$ cat config.mk
export PLATFORM = sky130hd
export DESIGN_NAME = binary_heap_priority_queue
export DESIGN_NICKNAME = d
export VERILOG_FILES = /design/src/bhpq_pkg.sv /design/src/bhpq_ctrl.sv /design/src/bhpq_dpath.sv /design/src/binary_heap_priority_queue.sv
export SDC_FILE = /design/constraint.sdc
export NUM_CORES = 2
export LEC_CHECK = 0
export BUFFER_PORTS_ARGS = -buffer_cell sky130_fd_sc_hd__buf_2
export CAP_MARGIN = 15
export CORE_ASPECT_RATIO = 1.1
export CORE_MARGIN = 2
export CORE_UTILIZATION = 26
export CTS_CLUSTER_SIZE = 24
export DETAILED_ROUTE_END_ITERATION = 7
export GPL_ROUTABILITY_DRIVEN = 1
export SLEW_MARGIN = 10
export SYNTH_ARGS = -nofsm -noshare
export SYNTH_HDL_FRONTEND = slang
export SYNTH_SLANG_ARGS = --single-unit
$ cat constraint.sdc
create_clock -name clk -period 7.9 [get_ports clk]
set_input_delay 0.395 -clock clk [delete_from_list [all_inputs] [get_ports clk]]
set_output_delay 0.395 -clock clk [all_outputs]
set_load 0.1 [all_outputs]
$ cat src/bhpq_pkg.sv
// shared types, codes and helpers of the binary heap priority queue
`timescale 1ns / 1ps

package bhpq_pkg;

	// fixed field widths
	localparam int KEY_W      = 32;
	localparam int ENTRY_W    = 7;
	localparam int STATUS_W   = 2;
	localparam int PADDR_W    = 3;
	localparam int PDATA_W    = 32;
	localparam int REG_IDX_W  = PADDR_W - 2;

	// default heap depth
	localparam int CAPACITY_DEF = 64;

	typedef logic signed [KEY_W-1:0] key_t;

	// operation codes
	localparam logic CMD_INSERT  = 1'b0;
	localparam logic CMD_EXTRACT = 1'b1;

	// register indexes
	localparam logic [REG_IDX_W-1:0] REG_ORDER_MODE = '0;

	// order modes
	localparam logic MODE_MAX = 1'b0;
	localparam logic MODE_MIN = 1'b1;

	typedef enum logic [STATUS_W-1:0] {
		STS_OK    = 2'd0,
		STS_FULL  = 2'd1,
		STS_EMPTY = 2'd2
	} bhpq_status_t;

	typedef enum logic [2:0] {
		S_IDLE,
		S_UP_RD,
		S_UP_CMP,
		S_EXT_LOAD,
		S_DN_RD,
		S_DN_CMP,
		S_FINISH
	} bhpq_state_t;

	// commands from the controller to the datapath
	typedef struct packed {
		logic accept;
		logic up_rd;
		logic up_cmp;
		logic ext_load;
		logic dn_rd;
		logic dn_cmp;
		logic load_out;
	} bhpq_cmd_t;

	// status from the datapath to the controller
	typedef struct packed {
		logic full;
		logic empty;
		logic at_root;
		logic up_go;
		logic dn_go;
	} bhpq_flags_t;

	// true when key a belongs strictly above key b; equal keys never move
	function automatic logic ranks_above(input key_t a, input key_t b, input logic mode);
		logic res;
		if (mode == MODE_MIN) begin
			res = (a < b);
		end else begin
			res = (a > b);
		end
		return res;
	endfunction

endpackage

$ cat src/bhpq_ctrl.sv
// sequencer of the heap queue: accept, sift up or down, deliver one beat
`timescale 1ns / 1ps

module bhpq_ctrl
	import bhpq_pkg::*;
(
	input  logic        clk,
	input  logic        arst_n,
	input  logic        in_valid,
	output logic        in_stall,
	input  logic        cmd,
	output logic        out_valid,
	input  logic        out_stall,
	input  bhpq_flags_t flags,
	output bhpq_cmd_t   ctl
);

	bhpq_state_t state_q;
	bhpq_state_t state_nxt;
	logic        out_valid_q;
	logic        out_free;

	// output register can take a new beat
	assign out_free  = !out_valid_q || !out_stall;
	assign out_valid = out_valid_q;
	assign in_stall  = (state_q != S_IDLE);

	// state register
	always_ff @(posedge clk or negedge arst_n) begin
		if (!arst_n) begin
			state_q <= S_IDLE;
		end else begin
			state_q <= state_nxt;
		end
	end

	// result valid flag
	always_ff @(posedge clk or negedge arst_n) begin
		if (!arst_n) begin
			out_valid_q <= 1'b0;
		end else if (ctl.load_out) begin
			out_valid_q <= 1'b1;
		end else if (!out_stall) begin
			out_valid_q <= 1'b0;
		end
	end

	// next state and commands
	always_comb begin
		state_nxt = state_q;
		ctl       = '0;
		case (state_q)
			S_IDLE: begin
				if (in_valid) begin
					ctl.accept = 1'b1;
					if (cmd == CMD_INSERT) begin
						state_nxt = flags.full ? S_FINISH : S_UP_RD;
					end else begin
						state_nxt = flags.empty ? S_FINISH : S_EXT_LOAD;
					end
				end
			end
			S_UP_RD: begin
				ctl.up_rd = 1'b1;
				state_nxt = flags.at_root ? S_FINISH : S_UP_CMP;
			end
			S_UP_CMP: begin
				ctl.up_cmp = 1'b1;
				state_nxt  = flags.up_go ? S_UP_RD : S_FINISH;
			end
			S_EXT_LOAD: begin
				ctl.ext_load = 1'b1;
				state_nxt    = flags.empty ? S_FINISH : S_DN_RD;
			end
			S_DN_RD: begin
				ctl.dn_rd = 1'b1;
				state_nxt = S_DN_CMP;
			end
			S_DN_CMP: begin
				ctl.dn_cmp = 1'b1;
				state_nxt  = flags.dn_go ? S_DN_RD : S_FINISH;
			end
			S_FINISH: begin
				if (out_free) begin
					ctl.load_out = 1'b1;
					state_nxt    = S_IDLE;
				end
			end
			default: begin
				state_nxt = S_IDLE;
			end
		endcase
	end

endmodule

$ cat src/bhpq_dpath.sv
// heap storage, moving key, cursor and comparators of the heap queue
`timescale 1ns / 1ps

module bhpq_dpath
	import bhpq_pkg::*;
#(
	parameter int CAPACITY = CAPACITY_DEF
) (
	input  logic                        clk,
	input  logic                        arst_n,
	input  bhpq_cmd_t                   ctl,
	output bhpq_flags_t                 flags,
	input  logic                        order_mode,
	input  logic                        cmd,
	input  key_t                        key_in,
	output key_t                        taken_key,
	output logic [STATUS_W-1:0]         status,
	output key_t                        top_key,
	output logic                        is_empty,
	output logic [ENTRY_W-1:0]          entry_count
);

	localparam int AW = $clog2(CAPACITY);
	localparam int CW = $clog2(CAPACITY + 1);

	// heap storage, one write and two registered reads a cycle
	key_t mem [CAPACITY];

	logic [CW-1:0] count_q;
	logic [AW-1:0] pos_q;
	key_t          cur_q;
	key_t          top_q;
	key_t          taken_q;
	bhpq_status_t  sts_q;
	key_t          rd0_q;
	key_t          rd1_q;

	// result register
	key_t               out_taken_q;
	bhpq_status_t       out_sts_q;
	key_t               out_top_q;
	logic               out_empty_q;
	logic [ENTRY_W-1:0] out_count_q;

	logic [AW-1:0] pos_dec;
	logic [AW-1:0] parent;
	logic [AW+1:0] l_idx;
	logic [AW+1:0] r_idx;
	logic [AW+1:0] count_ext;
	logic [CW-1:0] count_dec;
	logic          l_up;
	logic          r_up;
	logic          up_go;
	logic          dn_go;
	key_t          best_key;
	key_t          dn_key;
	logic [AW-1:0] dn_pos;
	logic [AW-1:0] raddr0;
	logic [AW-1:0] raddr1;
	logic          we;
	logic [AW-1:0] waddr;
	key_t          wdata;
	logic          full;
	logic          empty;

	// tree index arithmetic
	assign pos_dec   = pos_q - AW'(1);
	assign parent    = pos_dec >> 1;
	assign l_idx     = {1'b0, pos_q, 1'b1};
	assign r_idx     = l_idx + (AW+2)'(1);
	assign count_ext = (AW+2)'(count_q);
	assign count_dec = count_q - CW'(1);
	assign full      = (count_q == CW'(CAPACITY));
	assign empty     = (count_q == '0);

	// sift up: moving key against its parent
	assign up_go = ranks_above(cur_q, rd0_q, order_mode);

	// sift down: pick the best of moving key and both children
	always_comb begin
		l_up     = (l_idx < count_ext) && ranks_above(rd0_q, cur_q, order_mode);
		best_key = l_up ? rd0_q : cur_q;
		r_up     = (r_idx < count_ext) && ranks_above(rd1_q, best_key, order_mode);
		dn_go    = l_up || r_up;
		dn_key   = r_up ? rd1_q : rd0_q;
		dn_pos   = r_up ? r_idx[AW-1:0] : l_idx[AW-1:0];
	end

	assign flags.full    = full;
	assign flags.empty   = empty;
	assign flags.at_root = (pos_q == '0);
	assign flags.up_go   = up_go;
	assign flags.dn_go   = dn_go;

	// read address select
	always_comb begin
		if (ctl.dn_rd) begin
			raddr0 = l_idx[AW-1:0];
		end else if (ctl.up_rd) begin
			raddr0 = parent;
		end else begin
			raddr0 = AW'(count_dec);
		end
		raddr1 = r_idx[AW-1:0];
	end

	// write port select
	always_comb begin
		we    = 1'b0;
		waddr = pos_q;
		wdata = cur_q;
		if (ctl.up_rd && flags.at_root) begin
			we = 1'b1;
		end else if (ctl.up_cmp) begin
			we    = 1'b1;
			wdata = up_go ? rd0_q : cur_q;
		end else if (ctl.dn_cmp) begin
			we    = 1'b1;
			wdata = dn_go ? dn_key : cur_q;
		end
	end

	// storage access
	always_ff @(posedge clk) begin
		if (we) begin
			mem[waddr] <= wdata;
		end
		rd0_q <= mem[raddr0];
		rd1_q <= mem[raddr1];
	end

	// copy of the root slot
	always_ff @(posedge clk) begin
		if (we && (waddr == '0)) begin
			top_q <= wdata;
		end
	end

	// fill count
	always_ff @(posedge clk or negedge arst_n) begin
		if (!arst_n) begin
			count_q <= '0;
		end else if (ctl.accept) begin
			if (cmd == CMD_INSERT && !full) begin
				count_q <= count_q + CW'(1);
			end else if (cmd == CMD_EXTRACT && !empty) begin
				count_q <= count_dec;
			end
		end
	end

	// cursor, moving key, removed key and status of the item at work
	always_ff @(posedge clk) begin
		if (ctl.accept) begin
			taken_q <= '0;
			sts_q   <= STS_OK;
			if (cmd == CMD_INSERT) begin
				if (full) begin
					sts_q <= STS_FULL;
				end else begin
					pos_q <= AW'(count_q);
					cur_q <= key_in;
				end
			end else begin
				if (empty) begin
					sts_q <= STS_EMPTY;
				end else begin
					taken_q <= top_q;
				end
			end
		end else if (ctl.ext_load) begin
			cur_q <= rd0_q;
			pos_q <= '0;
		end else if (ctl.up_cmp && up_go) begin
			pos_q <= parent;
		end else if (ctl.dn_cmp && dn_go) begin
			pos_q <= dn_pos;
		end
	end

	// result beat
	always_ff @(posedge clk) begin
		if (ctl.load_out) begin
			out_taken_q <= taken_q;
			out_sts_q   <= sts_q;
			out_top_q   <= empty ? key_t'(0) : top_q;
			out_empty_q <= empty;
			out_count_q <= ENTRY_W'(count_q);
		end
	end

	assign taken_key   = out_taken_q;
	assign status      = out_sts_q;
	assign top_key     = out_top_q;
	assign is_empty    = out_empty_q;
	assign entry_count = out_count_q;

endmodule

$ cat src/binary_heap_priority_queue.sv
// top level of the binary heap priority queue with its register port
//
//  channel   signals                                   beat when
//  --------  ----------------------------------------  -------------------------------
//  in        in_valid, in_stall, cmd, key_in           in_valid && !in_stall
//  out       out_valid, out_stall, taken_key, status,  out_valid && !out_stall
//            top_key, is_empty, entry_count
//  apb       psel, penable, pwrite, paddr, pwdata,     psel && penable && pwrite
//            prdata, pready                            && pready (write)
//
// One item at a time: a refused item goes straight to the result; an insert climbs level by
// level from its new slot toward the root; an extract that empties the heap finishes without
// sifting, any other moves the last entry to the root and sinks it level by level.
// Each level costs one registered memory read and one compare-and-write.
// in_stall is low only while idle; a waiting result holds the sequencer in its last state.
// Reset empties the heap and selects the max-heap order; storage needs no clearing.
`timescale 1ns / 1ps

module binary_heap_priority_queue
	import bhpq_pkg::*;
#(
	parameter int CAPACITY = CAPACITY_DEF
) (
	input  logic                clk,
	input  logic                arst_n,
	input  logic                in_valid,
	output logic                in_stall,
	input  logic                cmd,
	input  logic signed [KEY_W-1:0] key_in,
	output logic                out_valid,
	input  logic                out_stall,
	output logic signed [KEY_W-1:0] taken_key,
	output logic [STATUS_W-1:0] status,
	output logic signed [KEY_W-1:0] top_key,
	output logic                is_empty,
	output logic [ENTRY_W-1:0]  entry_count,
	input  logic                psel,
	input  logic                penable,
	input  logic                pwrite,
	input  logic [PADDR_W-1:0]  paddr,
	input  logic [PDATA_W-1:0]  pwdata,
	output logic [PDATA_W-1:0]  prdata,
	output logic                pready
);

	logic                 order_mode_q;
	logic [REG_IDX_W-1:0] reg_idx;
	bhpq_cmd_t            ctl;
	bhpq_flags_t          flags;

	// register port decode
	assign reg_idx = paddr[PADDR_W-1:2];
	assign pready  = 1'b1;

	always_ff @(posedge clk or negedge arst_n) begin
		if (!arst_n) begin
			order_mode_q <= MODE_MAX;
		end else if (psel && penable && pwrite && pready && reg_idx == REG_ORDER_MODE) begin
			order_mode_q <= pwdata[0];
		end
	end

	// register read back
	always_comb begin
		prdata = '0;
		if (reg_idx == REG_ORDER_MODE) begin
			prdata[0] = order_mode_q;
		end
	end

	bhpq_ctrl u_ctrl (
		.clk       (clk),
		.arst_n    (arst_n),
		.in_valid  (in_valid),
		.in_stall  (in_stall),
		.cmd       (cmd),
		.out_valid (out_valid),
		.out_stall (out_stall),
		.flags     (flags),
		.ctl       (ctl)
	);

	bhpq_dpath #(
		.CAPACITY (CAPACITY)
	) u_dpath (
		.clk         (clk),
		.arst_n      (arst_n),
		.ctl         (ctl),
		.flags       (flags),
		.order_mode  (order_mode_q),
		.cmd         (cmd),
		.key_in      (key_in),
		.taken_key   (taken_key),
		.status      (status),
		.top_key     (top_key),
		.is_empty    (is_empty),
		.entry_count (entry_count)
	);

endmodule

==> impl_metrics.env <==
export IMPL_crit_type="flop to flop"
export IMPL_cts_tree="yes"
export IMPL_numCtsBuffers=220
export IMPL_synth_area_per_cell_um2=14.1
export IMPL_grt_start_max_net_pins=171
export IMPL_synth_top_cell_area_share_pct=66.2
export IMPL_syn_inst=7146
export IMPL_detailed_place_hpwl_um=192000
export IMPL_htree_levels=4
export IMPL_hp_start="key_in[19]"
export IMPL_finalCriticalPeriod_ps=7750
export IMPL_die_w_um=598
export IMPL_firstDrtPassIters=7
export IMPL_antenna_found_initial=22
export IMPL_synth_edf_count=2226
export IMPL_ys_seq_area_share_pct=67.8
export IMPL_final_cells=12400
export IMPL_antenna_left=0
export IMPL_viasPerCell=5.38
export IMPL_row_count=239
export IMPL_required_ps=8420
export IMPL_yosysUniqueCellTypes=62
export IMPL_cp_max_fo=65
export IMPL_overflow=0
export IMPL_drt_wl_total_um=342000
export IMPL_period_share_pct=98.1
export IMPL_port_buffers=118
export IMPL_drc_errors=0
export IMPL_reg2reg_slack_ps=150
export IMPL_netlist_top_cells_count="edfxtp_1 (2226), nand2_1 (1200), a211oi_1 (737)"
export IMPL_synth_async_reset_ratio_pct=0.521
export IMPL_dr_total_vias=66600
export IMPL_setup_violations=0
export IMPL_ys_warn_count=0
export IMPL_drv_slew=0
export IMPL_num_io_pins=184
export IMPL_wl_per_cell_um=27.6
export IMPL_cap_violations=0
export IMPL_syn2layout_area_growth_pct=14.5
export IMPL_fin_skew_ps=74.9
export IMPL_synth_area_mm2=0.101
export IMPL_outcome="finished, final reports clean"
export IMPL_fp_dieH_um=657
export IMPL_synth_most_common_cell="edfxtp_1"
export IMPL_start_kind="flop"
export IMPL_synth_area_top_cells="edfxtp_1 (66%), mux4_2 (7.1%), a211oi_1 (5.5%)"
export IMPL_worstMarginPinSlew_ps=1350
export IMPL_clock_latency_ps=910
export IMPL_synthFlopType="edfxtp_1"
export IMPL_fp_dieArea_mm2=0.393
export IMPL_clk_pin_slew_ps=70
export IMPL_relSlewSlack_pct=9.31
export IMPL_routabilityCongestion=0.918
export IMPL_first_global_vias=63300
export IMPL_post_synth_top_area_cell="edfxtp_1"
export IMPL_ys_ff_latch=2302
export IMPL_core_area_mm2=0.386
export IMPL_hold_viol=0
export IMPL_final_nets=7291
export IMPL_cts_buffer_depth=4
export IMPL_drive_gt1_share_pct=14.5
export IMPL_max_clock_freq_mhz=129
export IMPL_clock_sinks=2302
export IMPL_drt_iter0_markers=9007
export IMPL_root_buffer="clkbuf_16"
export IMPL_start_util_pct=26.2
export IMPL_grt_pass1_wl_um=477000
export IMPL_worstPathArrival_ps=8260
export IMPL_cp_end_kind="flop"
export IMPL_grtUsageTotal_pct=16.7
export IMPL_hp_class="input port to flop"
export IMPL_rsz0062_at_grt="true"
export IMPL_crit_start="u_dpath.cur_q[7]"
export IMPL_reg2reg_from="u_dpath.cur_q[7]"
export IMPL_dp_cells=11900
-- stage by stage --
step	TNS, ps	area [um2]	worst slack [ps]	util (%)	hold slack, ps
CTS	0	115000	200	29.9	3.82
global placement	0	108000	355	28.0	299
detailed placement	0	108000	296	28.0	309
finish	0	116000	151	30.0	45.2
global route	-61680	116000	-269	30.0	35.4
floorplan	0	101000	752	-	99.4
-- registers in the layout, indices dropped and copies added, names as in the netlist, 3 cells and up --
name	flops
u_ctrl.state_q	3
u_dpath.count_q	7
u_dpath.cur_q	32
u_dpath.entry_count	7
u_dpath.mem	2048
u_dpath.pos_q	6
u_dpath.rd0_q	32
u_dpath.rd1_q	32
u_dpath.taken_key	32
u_dpath.taken_q	32
u_dpath.top_key	32
u_dpath.top_q	32
-- worst paths after layout --
path                                              end  cells past startpoint
worst max-delay path              u_dpath.mem[10][10]                     21
min in group asynchronous          u_dpath.count_q[5]                      3
worst min-delay path                u_dpath.cur_q[19]                      3
worst min register to register  u_dpath.taken_key[27]                      0
worst max register to register    u_dpath.mem[10][10]                     21
max in group asynchronous           u_ctrl.state_q[2]                      3
-- placed cells by master (no fill, tap or decap), types with 56 or more instances in the layout --
| cell type | count |
|---|---|
| a211oi_1 | 737 |
| a21oi_1 | 368 |
| a311oi_1 | 258 |
| a31oi_1 | 258 |
| and2_0 | 115 |
| and2_1 | 400 |
| buf_2 | 118 |
| buf_4 | 151 |
| clkbuf_1 | 56 |
| clkbuf_16 | 222 |
| dfxtp_1 | 64 |
| edfxtp_1 | 2226 |
| ha_1 | 80 |
| mux4_2 | 320 |
| nand2_1 | 1200 |
| nor2_1 | 56 |
| nor2_4 | 65 |
| o21ai_0 | 62 |
-- kinds of logic after synthesis --
| family | after synthesis | share of synthesized area, % |
|---|---|---|
| XOR/XNOR | 19 | 0.165 |
| buffers and inverters | 667 | 2.64 |
| AND/OR/NAND/NOR | 1986 | 9.02 |
| AO/OA/AOI/OAI | 1759 | 12.1 |
| multiplexers | 330 | 7.25 |
| other | 2 | 0.00744 |
| adder cells (fa/ha/maj) | 81 | 1.00 |
| flip-flops | 2302 | 67.8 |
-- metal layers --
layer	GRT usage, %	wire length (um)	vias to the layer above
li1	-	-	27900
met1	21.3	131000	34000
met4	10.1	23000	12
met2	26.4	156000	3889
met5	0	78	-
met3	2.98	31500	843
-- worst max-delay path, stage by stage, from the launching register on --
cell and delay [ps]:
edfxtp_1 430, ha_1 340, a21oi_1 120, o21ai_0 130, a221oi_1 280, o211ai_1 190
a211oi_2 300, mux2i_2 360, mux2i_4 540, buf_4 500, a21oi_1 150, ha_1 330
nand4_1 150, nor4_1 480, a22oi_1 240, a21oi_1 250, mux2i_1 250, mux2_2 410
or3b_1 200, a22o_1 120, buf_4 420, a221o_2 1020
-- what timing repair did --
item	4_1_cts	5_1_grt
resized for setup	0	1
setup buffers	0	0
endpoints found under the setup margin	0	325
hold endpoints to repair	45	0
hold buffers	28	0
-- layout make-up --
class | count | area, um2
Antenna cell | 14 | 35.0
Clock buffer | 285 | 5860
Clock inverter | 104 | 977
Fill cell | 38000 | 270000
Inverter | 54 | 204
Multi-Input combinational cell | 4207 | 30700
Sequential cell | 2302 | 68400
Tap cell | 5061 | 6330
Timing Repair Buffer | 350 | 3070
Power is not shown: default switching activity piles up to over one toggle a cycle in this logic, so the estimate is an artifact.
